<file path="src/rtl/core/ans_pkg.sv">
// Shared definitions for the audio note segmenter.
// Holds register indexes, field widths and the controller/datapath handshake structs.
// No dependencies.
package ans_pkg;

  // Configuration register indexes.
  localparam logic [2:0] REG_PITCH_CENTER      = 3'd0;
  localparam logic [2:0] REG_PITCH_HALF_WINDOW = 3'd1;
  localparam logic [2:0] REG_PEAK_THRESHOLD    = 3'd2;
  localparam logic [2:0] REG_PITCH_TOLERANCE   = 3'd3;
  localparam logic [2:0] REG_POWER_TOLERANCE   = 3'd4;
  localparam logic [2:0] REG_MIN_NOTE_FRAMES   = 3'd5;
  localparam logic [2:0] REG_ATTACK_FRAMES     = 3'd6;

  localparam int CFG_IDX_W  = 3;
  localparam int CFG_DATA_W = 24;

  // Field widths.
  localparam int LOC_W   = 32;
  localparam int PWR_W   = 16;
  localparam int TONE_W  = 16;
  localparam int PITCH_W = 16;
  localparam int PEAK_W  = 24;
  localparam int ONSET_W = 16;
  localparam int FRM_W   = 32;
  localparam int CNT12_W = 12;

  // Commands from the controller to the datapath.
  typedef struct packed {
    logic accept;    // an input transaction completes this cycle
    logic step;      // run one divider iteration
    logic load_out;  // move the finished result into the output register
  } cmd_t;

  // Status from the datapath to the controller.
  typedef struct packed {
    logic emit;      // the frame being offered closes a note that is long enough
    logic div_last;  // the divider is on its final iteration
  } status_t;

endpackage

</file>
<file path="src/rtl/core/audio_note_segmenter.sv">
// Audio note segmenter: cuts a stream of feature frames into note records.
// Top level; instantiates ans_ctrl and ans_dp and uses ans_pkg.
//
// Use: frames enter on the in channel (in_valid/in_ready), one transaction per
// frame. Each frame updates the note state in the cycle it is accepted. A frame
// that closes a note longer than min_note_frames produces one note record on the
// out channel (out_valid/out_ready); every other frame produces nothing.
// Configuration is written through cfg_we/cfg_index/cfg_data while the block is
// idle; a write takes effect at once, and indexes beyond the list are ignored.
// A frame that does not emit leaves the block idle and ready for the next frame.
// A frame that emits occupies the block while the bit-serial divider forms the
// mean tone and mean peakiness; the record then waits in the final state until
// the output register is free, and no frame is accepted until it is loaded.
// The finished record sits in an output register, so new frames are accepted
// while it waits. If the receiver stalls and a second record is ready, the block
// holds that record and stops accepting frames until the first one is taken.
// Reset (synchronous, active high) restores the default configuration, clears
// the note state and the frame counter, and drops out_valid.
module audio_note_segmenter
  import ans_pkg::*;
#(
  parameter int MAX_NOTE_FRAMES = 4095
) (
  input  logic                  clk,
  input  logic                  rst,
  input  logic                  cfg_we,
  input  logic [CFG_IDX_W-1:0]  cfg_index,
  input  logic [CFG_DATA_W-1:0] cfg_data,
  input  logic                  in_valid,
  output logic                  in_ready,
  input  logic [LOC_W-1:0]      sample_location,
  input  logic [PWR_W-1:0]      frame_power,
  input  logic [TONE_W-1:0]     frame_tone,
  input  logic [PITCH_W-1:0]    frame_pitch,
  input  logic [PEAK_W-1:0]     frame_peakiness,
  input  logic [ONSET_W-1:0]    frame_onset,
  output logic                  out_valid,
  input  logic                  out_ready,
  output logic [FRM_W-1:0]      start_frame,
  output logic [LOC_W-1:0]      end_sample,
  output logic [PITCH_W-1:0]    note_pitch_hz,
  output logic [CNT12_W-1:0]    length_frames,
  output logic [PWR_W-1:0]      note_rms,
  output logic [TONE_W-1:0]     mean_tone,
  output logic [ONSET_W-1:0]    note_onset,
  output logic [PEAK_W-1:0]     mean_peakiness
);

  cmd_t    cmd;
  status_t status;

  // The controller owns the handshakes and the divide sequence.
  ans_ctrl u_ctrl (
    .clk       (clk),
    .rst       (rst),
    .in_valid  (in_valid),
    .in_ready  (in_ready),
    .out_valid (out_valid),
    .out_ready (out_ready),
    .status    (status),
    .cmd       (cmd)
  );

  // The datapath holds configuration, note state, the divider and the result.
  ans_dp #(
    .MAX_NOTE_FRAMES (MAX_NOTE_FRAMES)
  ) u_dp (
    .clk             (clk),
    .rst             (rst),
    .cfg_we          (cfg_we),
    .cfg_index       (cfg_index),
    .cfg_data        (cfg_data),
    .sample_location (sample_location),
    .frame_power     (frame_power),
    .frame_tone      (frame_tone),
    .frame_pitch     (frame_pitch),
    .frame_peakiness (frame_peakiness),
    .frame_onset     (frame_onset),
    .cmd             (cmd),
    .status          (status),
    .start_frame     (start_frame),
    .end_sample      (end_sample),
    .note_pitch_hz   (note_pitch_hz),
    .length_frames   (length_frames),
    .note_rms        (note_rms),
    .mean_tone       (mean_tone),
    .note_onset      (note_onset),
    .mean_peakiness  (mean_peakiness)
  );

endmodule

</file>
<file path="src/rtl/core/ans_ctrl.sv">
// Controller state machine of the audio note segmenter.
// Sequences input acceptance, the serial divide and the output register; uses ans_pkg.
module ans_ctrl
  import ans_pkg::*;
(
  input  logic    clk,
  input  logic    rst,
  input  logic    in_valid,
  output logic    in_ready,
  output logic    out_valid,
  input  logic    out_ready,
  input  status_t status,
  output cmd_t    cmd
);

  localparam logic [1:0] S_IDLE = 2'd0;
  localparam logic [1:0] S_DIV  = 2'd1;
  localparam logic [1:0] S_FIN  = 2'd2;

  logic [1:0] state;
  logic [1:0] state_next;
  logic       accept;
  logic       out_free;

  assign in_ready = (state == S_IDLE);
  assign accept   = in_valid && in_ready;
  assign out_free = !out_valid || out_ready;

  always_comb begin
    state_next   = state;
    cmd.accept   = accept;
    cmd.step     = 1'b0;
    cmd.load_out = 1'b0;
    case (state)
      S_IDLE: begin
        if (accept && status.emit) begin
          state_next = S_DIV;
        end
      end
      S_DIV: begin
        cmd.step = 1'b1;
        if (status.div_last) begin
          state_next = S_FIN;
        end
      end
      S_FIN: begin
        if (out_free) begin
          cmd.load_out = 1'b1;
          state_next   = S_IDLE;
        end
      end
      default: begin
        state_next = S_IDLE;
      end
    endcase
  end

  always_ff @(posedge clk) begin
    if (rst) begin
      state     <= S_IDLE;
      out_valid <= 1'b0;
    end else begin
      state <= state_next;
      if (cmd.load_out) begin
        out_valid <= 1'b1;
      end else if (out_ready) begin
        out_valid <= 1'b0;
      end
    end
  end

  // A result is never loaded over one that is still waiting.
  a_no_overwrite: assert property (@(posedge clk) disable iff (rst)
    cmd.load_out |-> (!out_valid || out_ready))
    else $error("result loaded over a pending result");

  // A frame that emits starts the divider on the next cycle.
  a_emit_divides: assert property (@(posedge clk) disable iff (rst)
    (accept && status.emit) |=> (state == S_DIV))
    else $error("emitting frame did not start the divider");

  // A loaded result is presented on the next cycle.
  a_load_shows: assert property (@(posedge clk) disable iff (rst)
    cmd.load_out |=> out_valid)
    else $error("loaded result not presented");

endmodule

</file>
<file path="src/rtl/core/ans_dp.sv">
// Datapath of the audio note segmenter: configuration, note state, serial divider, output.
// Driven by ans_ctrl through cmd_t/status_t; uses ans_pkg.
module ans_dp
  import ans_pkg::*;
#(
  parameter int MAX_NOTE_FRAMES = 4095
) (
  input  logic                  clk,
  input  logic                  rst,
  input  logic                  cfg_we,
  input  logic [CFG_IDX_W-1:0]  cfg_index,
  input  logic [CFG_DATA_W-1:0] cfg_data,
  input  logic [LOC_W-1:0]      sample_location,
  input  logic [PWR_W-1:0]      frame_power,
  input  logic [TONE_W-1:0]     frame_tone,
  input  logic [PITCH_W-1:0]    frame_pitch,
  input  logic [PEAK_W-1:0]     frame_peakiness,
  input  logic [ONSET_W-1:0]    frame_onset,
  input  cmd_t                  cmd,
  output status_t               status,
  output logic [FRM_W-1:0]      start_frame,
  output logic [LOC_W-1:0]      end_sample,
  output logic [PITCH_W-1:0]    note_pitch_hz,
  output logic [CNT12_W-1:0]    length_frames,
  output logic [PWR_W-1:0]      note_rms,
  output logic [TONE_W-1:0]     mean_tone,
  output logic [ONSET_W-1:0]    note_onset,
  output logic [PEAK_W-1:0]     mean_peakiness
);

  localparam int LEN_W   = $clog2(MAX_NOTE_FRAMES + 1);
  localparam int CMP_W   = (LEN_W > CNT12_W) ? LEN_W : CNT12_W;
  localparam int TSUM_W  = TONE_W + LEN_W;
  localparam int PSUM_W  = PEAK_W + LEN_W;
  localparam int STEPS   = PSUM_W;
  localparam int STEP_W  = $clog2(STEPS);
  localparam int NEAR_W  = PITCH_W + 1;

  localparam logic [LEN_W-1:0] LEN_MAX = LEN_W'(MAX_NOTE_FRAMES);

  // Configuration registers.
  logic [PITCH_W-1:0] pitch_center;
  logic [PITCH_W-1:0] pitch_half_window;
  logic [PEAK_W-1:0]  peak_threshold;
  logic [PITCH_W-1:0] pitch_tolerance;
  logic [PWR_W-1:0]   power_tolerance;
  logic [CNT12_W-1:0] min_note_frames;
  logic [CNT12_W-1:0] attack_frames;

  // Note state.
  logic               in_note;
  logic [FRM_W-1:0]   frame_counter;
  logic [LEN_W-1:0]   note_length;
  logic [PITCH_W-1:0] held_pitch;
  logic [PWR_W-1:0]   held_power;
  logic [ONSET_W-1:0] held_onset;
  logic [TSUM_W-1:0]  tone_sum;
  logic [PSUM_W-1:0]  peakiness_sum;

  // Fields of the closing frame, held while the divider runs.
  logic [FRM_W-1:0]   pend_start;
  logic [LOC_W-1:0]   pend_end;
  logic [PITCH_W-1:0] pend_pitch;
  logic [CNT12_W-1:0] pend_len;
  logic [PWR_W-1:0]   pend_rms;
  logic [ONSET_W-1:0] pend_onset;

  // Serial divider: both sums share one divisor and one iteration counter.
  logic [LEN_W-1:0]   div_den;
  logic [PSUM_W-1:0]  div_pk;
  logic [PSUM_W-1:0]  div_tn;
  logic [LEN_W-1:0]   pk_rem;
  logic [LEN_W-1:0]   tn_rem;
  logic [STEP_W-1:0]  div_cnt;

  logic               in_window;
  logic               peaky;
  logic               near_pitch;
  logic               near_power;
  logic               extend;
  logic               closes;
  logic               emit;
  logic [LEN_W-1:0]   len_inc;
  logic               len_room;
  logic               drop_power;
  logic [FRM_W-1:0]   len_m1_ext;

  logic [LEN_W:0]     pk_shift;
  logic [LEN_W+1:0]   pk_diff;
  logic               pk_ge;
  logic [LEN_W:0]     tn_shift;
  logic [LEN_W+1:0]   tn_diff;
  logic               tn_ge;

  // v lies strictly between c - d and c + d, evaluated without wrap.
  function automatic logic strictly_near(input logic [PITCH_W-1:0] v,
                                         input logic [PITCH_W-1:0] c,
                                         input logic [PITCH_W-1:0] d);
    logic [NEAR_W-1:0] vd;
    logic [NEAR_W-1:0] cd;
    vd = NEAR_W'(v) + NEAR_W'(d);
    cd = NEAR_W'(c) + NEAR_W'(d);
    return (vd > NEAR_W'(c)) && (NEAR_W'(v) < cd);
  endfunction

  always_comb begin
    in_window  = strictly_near(frame_pitch, pitch_center, pitch_half_window);
    peaky      = frame_peakiness > peak_threshold;
    near_pitch = strictly_near(frame_pitch, held_pitch, pitch_tolerance);
    near_power = strictly_near(frame_power, held_power, power_tolerance);
    extend     = in_window && in_note && near_pitch && peaky && near_power;
    closes     = in_window && in_note && !(near_pitch && peaky && near_power);
    emit       = closes && (CMP_W'(note_length) > CMP_W'(min_note_frames))
                 && (note_length != '0);
    len_room   = note_length < LEN_MAX;
    len_inc    = len_room ? (note_length + LEN_W'(1)) : note_length;
    drop_power = (CMP_W'(len_inc) < CMP_W'(attack_frames)) && (frame_power < held_power);
    len_m1_ext = FRM_W'(note_length) - FRM_W'(1);
  end

  assign status.emit     = emit;
  assign status.div_last = (div_cnt == '0);

  always_comb begin
    pk_shift = {pk_rem, div_pk[PSUM_W-1]};
    pk_diff  = {1'b0, pk_shift} - {2'b00, div_den};
    pk_ge    = !pk_diff[LEN_W+1];
    tn_shift = {tn_rem, div_tn[PSUM_W-1]};
    tn_diff  = {1'b0, tn_shift} - {2'b00, div_den};
    tn_ge    = !tn_diff[LEN_W+1];
  end

  // Configuration and note state.
  always_ff @(posedge clk) begin
    if (rst) begin
      pitch_center      <= '0;
      pitch_half_window <= 16'hFFFF;
      peak_threshold    <= 24'd12000;
      pitch_tolerance   <= 16'd32;
      power_tolerance   <= 16'd5898;
      min_note_frames   <= 12'd10;
      attack_frames     <= 12'd4;
      in_note           <= 1'b0;
      frame_counter     <= '0;
      note_length       <= '0;
      held_pitch        <= '0;
      held_power        <= '0;
      held_onset        <= '0;
      tone_sum          <= '0;
      peakiness_sum     <= '0;
    end else begin
      if (cfg_we) begin
        case (cfg_index)
          REG_PITCH_CENTER:      pitch_center      <= cfg_data[PITCH_W-1:0];
          REG_PITCH_HALF_WINDOW: pitch_half_window <= cfg_data[PITCH_W-1:0];
          REG_PEAK_THRESHOLD:    peak_threshold    <= cfg_data[PEAK_W-1:0];
          REG_PITCH_TOLERANCE:   pitch_tolerance   <= cfg_data[PITCH_W-1:0];
          REG_POWER_TOLERANCE:   power_tolerance   <= cfg_data[PWR_W-1:0];
          REG_MIN_NOTE_FRAMES:   min_note_frames   <= cfg_data[CNT12_W-1:0];
          REG_ATTACK_FRAMES:     attack_frames     <= cfg_data[CNT12_W-1:0];
          default: begin
          end
        endcase
      end
      if (cmd.accept) begin
        frame_counter <= frame_counter + FRM_W'(1);
        if (extend) begin
          note_length <= len_inc;
          if (len_room) begin
            tone_sum      <= tone_sum + TSUM_W'(frame_tone);
            peakiness_sum <= peakiness_sum + PSUM_W'(frame_peakiness);
          end
          if (drop_power) begin
            held_power <= frame_power;
          end
        end else if (closes) begin
          in_note       <= 1'b0;
          note_length   <= '0;
          tone_sum      <= '0;
          peakiness_sum <= '0;
        end else if (in_window && !in_note && peaky) begin
          in_note     <= 1'b1;
          note_length <= LEN_W'(1);
          held_pitch  <= frame_pitch;
          held_power  <= frame_power;
          held_onset  <= frame_onset;
        end
      end
    end
  end

  // Pending result, divider and output register.
  always_ff @(posedge clk) begin
    if (cmd.accept && emit) begin
      pend_start <= frame_counter - FRM_W'(note_length);
      pend_end   <= sample_location;
      pend_pitch <= held_pitch;
      pend_len   <= len_m1_ext[CNT12_W-1:0];
      pend_rms   <= held_power;
      pend_onset <= held_onset;
      div_den    <= note_length;
      div_pk     <= peakiness_sum;
      div_tn     <= PSUM_W'(tone_sum);
      pk_rem     <= '0;
      tn_rem     <= '0;
      div_cnt    <= STEP_W'(STEPS - 1);
    end else if (cmd.step) begin
      div_pk  <= {div_pk[PSUM_W-2:0], pk_ge};
      div_tn  <= {div_tn[PSUM_W-2:0], tn_ge};
      pk_rem  <= pk_ge ? pk_diff[LEN_W-1:0] : pk_shift[LEN_W-1:0];
      tn_rem  <= tn_ge ? tn_diff[LEN_W-1:0] : tn_shift[LEN_W-1:0];
      div_cnt <= div_cnt - STEP_W'(1);
    end
    if (cmd.load_out) begin
      start_frame    <= pend_start;
      end_sample     <= pend_end;
      note_pitch_hz  <= pend_pitch;
      length_frames  <= pend_len;
      note_rms       <= pend_rms;
      mean_tone      <= div_tn[TONE_W-1:0];
      note_onset     <= pend_onset;
      mean_peakiness <= div_pk[PEAK_W-1:0];
    end
  end

  // The divisor is a closed note's length and so never zero.
  a_div_nonzero: assert property (@(posedge clk) disable iff (rst)
    cmd.step |-> (div_den != '0))
    else $error("divider running with a zero divisor");

  // The note length saturates and never passes the limit.
  a_len_bound: assert property (@(posedge clk) disable iff (rst)
    note_length <= LEN_MAX)
    else $error("note length above its limit");

  // Outside a note the length and both sums stay cleared.
  a_idle_clear: assert property (@(posedge clk) disable iff (rst)
    !in_note |-> (note_length == '0 && tone_sum == '0 && peakiness_sum == '0))
    else $error("note state not cleared outside a note");

endmodule

</file>
<file path="config.mk">
export PLATFORM = sky130hd
export DESIGN_NAME = audio_note_segmenter
export DESIGN_NICKNAME = d
export VERILOG_FILES = /design/src/rtl/core/ans_pkg.sv /design/src/rtl/core/audio_note_segmenter.sv /design/src/rtl/core/ans_ctrl.sv /design/src/rtl/core/ans_dp.sv
export SDC_FILE = /design/constraint.sdc
export NUM_CORES = 1
export LEC_CHECK = 0
export ABC_AREA = 1
export BUFFER_PORTS_ARGS = -buffer_cell sky130_fd_sc_hd__buf_4
export CORE_MARGIN = 4
export CORE_UTILIZATION = 61
export CTS_BUF_LIST = sky130_fd_sc_hd__clkbuf_16
export DETAILED_ROUTE_END_ITERATION = 10
export PLACE_DENSITY = 0.77
export SLEW_MARGIN = 20
export SYNTH_ARGS = -nofsm -noshare
export SYNTH_HDL_FRONTEND = slang
export SYNTH_HIERARCHICAL = 1
export SYNTH_SLANG_ARGS = --single-unit
</file>
<file path="constraint.sdc">
create_clock -name clk -period 18.31 [get_ports clk]
set_input_delay 2.7465 -clock clk [delete_from_list [all_inputs] [get_ports clk]]
set_output_delay 2.7465 -clock clk [all_outputs]
set_load 0.05 [all_outputs]
</file>
# Word level (Yosys, flattened, before mapping)
# Cells that the tools add are included.
totals:
  wordCells: 157
  reg_bits: 674
  input_bits: 152
  out_inout_bits: 166
classes:
  reduce_logical: 46
  n_bitwise: 2
  eq_ne: 14
  add_sub_neg: 15
  muxes: 31
  order_cmp: 11
op_table:
  columns: ["op", "count"]
  rows:
  - ["$mux 36", 5]
  - ["$mux 28", 5]
  - ["$add 16x16->17", 6]
  - ["$mux 12", 6]
  - ["$mux 16", 4]
  - ["$gt 17x16->1", 3]
  - ["$lt 16x17->1", 3]
  - ["$add 36x24->36", 1]
  - ["$add 32x1->32 const B", 1]
  - ["$sub 32x12->32", 1]
  - ["$add 28x16->28", 1]
  - ["$sub 13x12->14", 2]
  - ["$gt 24x24->1", 1]
  - ["$logic_and 1x1->1", 17]
  - ["$lt 16x16->1", 1]
  - ["$reduce_and 2->1", 8]
  - ["$add 12x1->12 const B", 1]
  - ["$gt 12x12->1", 1]
  - ["$lt 12x12->1", 1]
  - ["$lt 12x12->1 const B", 1]
  - ["$reduce_bool 12->1", 1]
  - ["$sub 12x1->12 const B", 1]
  - ["$reduce_bool 2->1", 5]
  - ["$eq 3x3->1 const B", 3]
  - ["other kinds (19)", 40]

# Depth between registers and ports, before layout
logic_depth:
  depth_word: 12
  ltp_mapped: 34

# Hierarchy
# The synthesis kept the hierarchy.
modules_own_cells:
  columns: ["module", "area_each_um2", "cells_per_inst", "n_inst"]
  rows:
  - ["ans_dp", 36523.8, 4169, 1]
  - ["ans_ctrl", 163.9, 22, 1]

# Worst setup path before layout
# Ideal clock, no wire load.
synth_path:
  path_type: "input -> register"
  from: "input out_ready"
  to: "register u_dp.end_sample[0] (enable)"
  stages: 2
  setup_slack_ns: 3.602
  arrival_ns: 13.820
  cell_sequence: "nor2_4 -> nor3_1"
synth_rtl:
  columns: ["item", "line_no", "source"]
  rows:
  - ["start: declaration", "audio_note_segmenter.sv:38", "input logic out_ready,"]
  - ["end signal: assignment", "ans_dp.sv:216", "end_sample <= pend_end;"]
  - ["end: declaration", "ans_dp.sv:22", "output logic [LOC_W-1:0] end_sample,"]

# Final worst setup path
layout_path:
  from: "input frame_power[2]"
  to: "register u_dp.div_tn[10], data pin"
layout_between:
  elab_chain_cells: 10
  word_cells_on_any_way: 11
  cone_classes: "1 x add/sub; 2 x order compare; 1 x mux; 7 x reduce/logical"
layout_lines:
  columns: ["item", "line_no", "source"]
  rows:
  - ["start: declaration", "audio_note_segmenter.sv:32", "input logic [PWR_W-1:0] frame_power,"]
  - ["$add 16x16->17", "ans_dp.sv:101", "vd = NEAR_W'(v) + NEAR_W'(d);"]
  - ["$gt 17x16->1", "ans_dp.sv:103", "return (vd > NEAR_W'(c)) && (NEAR_W'(v) < cd);"]
  - ["$logic_and 1x1->1 (*)", "ans_dp.sv:103", null]
  - ["$logic_and 1x1->1 (*)", "ans_dp.sv:112", "closes = in_window && in_note && !(near_pitch && peaky && near_power);"]
  - ["$logic_not 1->1 (*)", "ans_dp.sv:112", null]
  - ["$logic_and 1x1->1 (*)", "ans_dp.sv:112", null]
  - ["$logic_and 1x1->1 (*)", "ans_dp.sv:113", "emit = closes && (CMP_W'(note_length) > CMP_W'(min_note_frames))"]
  - ["$logic_and 1x1->1 (*)", "ans_dp.sv:114", "&& (note_length != '0);"]
  - ["$logic_and 1x1->1 (*)", "ans_dp.sv:194", "if (cmd.accept && emit) begin"]
  - ["$mux 28 (*)", "ans_dp.sv:194", null]
  - ["end signal: assignment", "ans_dp.sv:203", "div_tn <= PSUM_W'(tone_sum);"]
  - ["end signal: assignment", "ans_dp.sv:209", "div_tn <= {div_tn[PSUM_W-2:0], tn_ge};"]
  - ["end: declaration", "ans_dp.sv:71", "logic [PSUM_W-1:0] div_tn;"]
# Every way passes the cells marked *; elsewhere a longest branch is shown, timed or not.
# A chain may end at the register's enable or synchronous reset.

==> results list <==
- In this run the cell area of the synthesized design comes to 36700 µm².
- In the final design database the tool counted 4980 nets.
* Maximum achievable frequency: 139 MHz
- All-Layer GR Usage: 0.286
- TritonCTS clock tree: built
- Number of standard cells after synthesis: 4191
- Clock Latency Late Sink: 620 ps
- Fill cell total of the finished layout: 4616
- The min-delay analysis places its worst path in the category register to register.
* WS Path Type: primary input to register
* First-iteration detailed-routing DRC count: 2227
* Power density over cell area: 92.4 nW/µm²
- Total wire length after detailed routing: 93.4 mm
* Non-filler instance count after layout: 5319
* Signed area change from the synthesized netlist to the final layout: 14.6%
* Post-route minimum period: 7190 ps
* First-pass GRT wire length: 148 mm
- Measured along the x axis, the die boundary spans 253 µm.
* Initial Util: 0.619
* Run status: completed
- Buffers added on ports: 317
* Number of hold violations in the final report: 0
* Worst Path Required: 18610 ps
* CTS clock-pin slew for the worst setup and hold paths: 60 ps
- Clock tree synthesis found a total of 674 sinks.
* Total grt overflow: 0
* Area of the core: 59200 µm²
- The routed layout has 29700 vias.
* Netlist cell types: 67
- The number of global-route vias before repair is 28400.
- Placer's final routability congestion estimate: 0.916
- Of the synthesized area, sequential elements account for 0.467.
- After synthesis the netlist holds a flip-flop and latch count of 674.
- Cell at the root of the clock tree: sky130_fd_sc_hd__clkbuf_16
- Synthesized net count: 4687
* Crit Reg-Reg Startpoint: u_dp/power_tolerance[2]$_SDFFE_PP0P_
- After detailed routing, the average wire length per cell comes to 17.6 µm.
* Total of cells resized after clock tree synthesis: 0
- Across all hold checks on the routed design, the worst slack comes to 411 ps.
* Clk_skew: 21.2 ps
* Ratio of cells with drive above 1 in the final layout: 0.115
- Number of maximum-capacitance violations: 0
- Post-Place Cells: 5183
- Average cell area after synthesis: 8.75 µm²
* Top_reg_cell synth: sky130_fd_sc_hd__edfxtp_1
- After clock tree synthesis, the flow added hold-fix buffers numbering 0.
* Avg Vias per Cell: 5.58
- Count of final setup violators: 0
* Largest fanout of any net on the critical path: 96
* Startpoint Class: primary input
* Slew at the pin with the worst max-slew slack: 1040 ps
- In this run the worst setup path terminates at u_dp/div_tn[10]$_DFFE_PP_.
- I/O pin count: 318
* Final Max Tran Viols: 0
* Final Cycle Share: 0.392
- Setup repair after global routing left no endpoint under its margin.
* Relative slew margins: 0.305
- Entering global routing, the biggest net connects 182 pins.
- Start point of the critical path: frame_power[2]
- Counting the buffers created by CTS gives 72.
* Worst Path Arrival: 7490 ps
* Kind of capture point of the worst setup path: register
- Endpoint of the worst-slack reg-to-reg timing path: u_dp/div_tn[10]$_DFFE_PP_
- Setup total negative slack: 0 ps
* Yosys warnings: 6
- For this run, the detailed router's first-pass iteration total came to 6.
- Number of DRC violations after detailed routing: 0
- Async SR Flop Fraction: 0
- Cells on worst reg2reg path: 32
- Number of setup buffers added after CTS: 0
* Maximum level of the CTS H-tree: 3
- The detail route stage leaves a number of antenna-violating nets equal to 0.
- Total half-perimeter wirelength after legalization and detailed placement: 67.1 mm
- The longest clock path from root to sink contains 3 buffers.
- In this run, synthesis inferred 364 flip-flops with an integrated enable.
- For this design the static power due to leakage is 0.0184 µW.
- Die height: 253 µm
* Number of core rows: 89
- The number of antenna violations at the first check in global routing is 3.
* Worst IR drop on VDD: 0.0863 mV
* Area enclosed by the die boundary: 64100 µm²
* Reg-to-reg setup timing slack: 12690 ps
-- synthesized netlist by cell type (5+ instances only) --
library cell,count,area share
sky130_fd_sc_hd__o21ai_1,47,0.0064
sky130_fd_sc_hd__a21boi_0,7,0.0014
sky130_fd_sc_hd__nor2_2,6,0.0010
sky130_fd_sc_hd__a31oi_1,16,0.0027
sky130_fd_sc_hd__nand2_1,791,0.081
sky130_fd_sc_hd__xor2_1,130,0.031
sky130_fd_sc_hd__nor4_1,13,0.0022
sky130_fd_sc_hd__nand3_1,157,0.021
sky130_fd_sc_hd__a21oi_2,11,0.0026
sky130_fd_sc_hd__xnor2_1,61,0.015
sky130_fd_sc_hd__o21ai_0,256,0.035
sky130_fd_sc_hd__o21ai_2,6,0.0014
sky130_fd_sc_hd__o31ai_1,5,0.0010
sky130_fd_sc_hd__fa_1,11,0.0060
sky130_fd_sc_hd__a21oi_1,423,0.058
sky130_fd_sc_hd__and3_1,5,0.00085
sky130_fd_sc_hd__nand3b_1,11,0.0023
sky130_fd_sc_hd__o21bai_1,11,0.0023
sky130_fd_sc_hd__dfxtp_1,310,0.17
sky130_fd_sc_hd__nor2_1,377,0.039
sky130_fd_sc_hd__nand4_1,27,0.0046
sky130_fd_sc_hd__inv_2,9,0.00092
sky130_fd_sc_hd__o221ai_1,5,0.0012
sky130_fd_sc_hd__buf_2,27,0.0037
sky130_fd_sc_hd__inv_1,489,0.050
sky130_fd_sc_hd__nand2_2,18,0.0031
sky130_fd_sc_hd__edfxtp_1,364,0.30
sky130_fd_sc_hd__ha_1,333,0.11
sky130_fd_sc_hd__nor3_1,69,0.0094
sky130_fd_sc_hd__buf_4,18,0.0037
sky130_fd_sc_hd__buf_6,5,0.0015
sky130_fd_sc_hd__clkbuf_1,62,0.0063
sky130_fd_sc_hd__a21o_1,14,0.0029
sky130_fd_sc_hd__o21a_1,8,0.0016
sky130_fd_sc_hd__o211ai_1,32,0.0065
-- final cells by class --
type,count,area [µm²],area share
Antenna cell,2,5.00,0.000119
Clock buffer,75,1880,0.0446
Sequential cell,674,17100,0.408
Clock inverter,59,518,0.0123
Multi-Input combinational cell,2899,17100,0.407
Tap cell,773,967,0.0230
Inverter,501,1890,0.0449
Timing Repair Buffer,336,2530,0.0603
-- cells by family (layout without fill, tap and decap cells) --
kind of cell	count (synthesis)	after routing	share of synthesized area
AO/OA/AOI/OAI	871	871	0.130
XOR/XNOR	191	191	0.0456
adder cells (fa/ha/maj)	344	344	0.120
buffers and inverters	618	971	0.0672
flip-flops	674	674	0.467
other	0	2	0
AND/OR/NAND/NOR	1493	1493	0.170
-- how the worst min path moves through the flow --
stage                                 from                            end  slack (ps)  cells past startpoint
3_3_place_gp   u_dp/pend_end[21]$_DFFE_PP_  u_dp/end_sample[21]$_DFFE_PP_         400                      0
4_1_cts         u_dp/pend_rms[0]$_DFFE_PP_     u_dp/note_rms[0]$_DFFE_PP_         410                      0
3_5_place_dp    u_dp/pend_end[5]$_DFFE_PP_   u_dp/end_sample[5]$_DFFE_PP_         400                      0
2_1_floorplan   u_dp/pend_end[0]$_DFFE_PP_   u_dp/end_sample[0]$_DFFE_PP_         400                      0
6_report        u_dp/pend_end[6]$_DFFE_PP_   u_dp/end_sample[6]$_DFFE_PP_         410                      0
5_1_grt        u_dp/pend_end[20]$_DFFE_PP_  u_dp/end_sample[20]$_DFFE_PP_         420                      0
-- state kept, by name (all words and copies together), names as in the netlist, 24 cells and up --
register	cells
u_dp/start_frame	32
u_dp/peakiness_sum	36
u_dp/pend_end	32
u_dp/end_sample	32
u_dp/div_tn	36
u_dp/pend_start	32
u_dp/peak_threshold	24
u_dp/div_pk	36
u_dp/frame_counter	32
u_dp/mean_peakiness	24
u_dp/tone_sum	28
-- cell usage in the layout (no fill, tap or decap), drive strengths merged, types with 11 or more instances in the layout --
master,instances
a21boi,11
a21o,14
a21oi,435
a31oi,16
buf,336
clkbuf,75
clkinv,31
dfxtp,310
edfxtp,364
fa,11
ha,333
inv,517
nand2,810
nand3,159
nand3b,11
nand4,27
nor2,387
nor3,73
nor4,15
o211ai,33
o21ai,309
o21bai,13
xnor2,61
xor2,130
-- report_power, final --
group | leakage, µW | total [µW] | switching [µW] | internal, µW
registers | 0.00577 | 1690 | 44.3 | 1640
clock network | 0.00121 | 1470 | 614 | 851
logic | 0.0114 | 730 | 454 | 277
-- routing by layer --
layer / share of wire / vias up / track usage
met5: 0.00018 / - / 0
met4: 0.039 / 2 / 0.110
met3: 0.064 / 236 / 0.0411
met2: 0.47 / 1017 / 0.477
met1: 0.42 / 13700 / 0.381
li1: - / 14700 / -
-- through the flow --
stage / power, µW / utilization / setup WS, ps / cell area [µm²]
floorplan: 2250 / - / 3600 / 36700
global placement: 2420 / 0.669 / 10640 / 39600
detailed placement: 2440 / 0.669 / 10510 / 39600
CTS: 3900 / 0.710 / 11180 / 42000
global route: 4080 / 0.710 / 10670 / 42000
finish: 3880 / 0.710 / 11120 / 42000
-- critical path, stage by stage --
cell and delay (ps):
sky130_fd_sc_hd__buf_4 130, sky130_fd_sc_hd__ha_1 340, sky130_fd_sc_hd__nand3_1 90, sky130_fd_sc_hd__nand2_1 120, sky130_fd_sc_hd__nand4_1 90, sky130_fd_sc_hd__o211ai_1 130
sky130_fd_sc_hd__a21o_1 170, sky130_fd_sc_hd__a21oi_1 80, sky130_fd_sc_hd__o21ai_0 300, sky130_fd_sc_hd__nand3_1 150, sky130_fd_sc_hd__o21ai_0 230, sky130_fd_sc_hd__xor2_1 180
sky130_fd_sc_hd__ha_1 260, sky130_fd_sc_hd__and3_1 210, sky130_fd_sc_hd__nand3_1 80, sky130_fd_sc_hd__nand3b_1 100, sky130_fd_sc_hd__nand2_1 50, sky130_fd_sc_hd__nand2_1 70
sky130_fd_sc_hd__nand3_2 130, sky130_fd_sc_hd__nor2_8 230, sky130_fd_sc_hd__nor2_2 80, sky130_fd_sc_hd__nand2_1 130, sky130_fd_sc_hd__nor2_4 60, sky130_fd_sc_hd__inv_4 250
sky130_fd_sc_hd__buf_4 800, sky130_fd_sc_hd__o21ai_0 230
(Power assumes the default switching activity.)
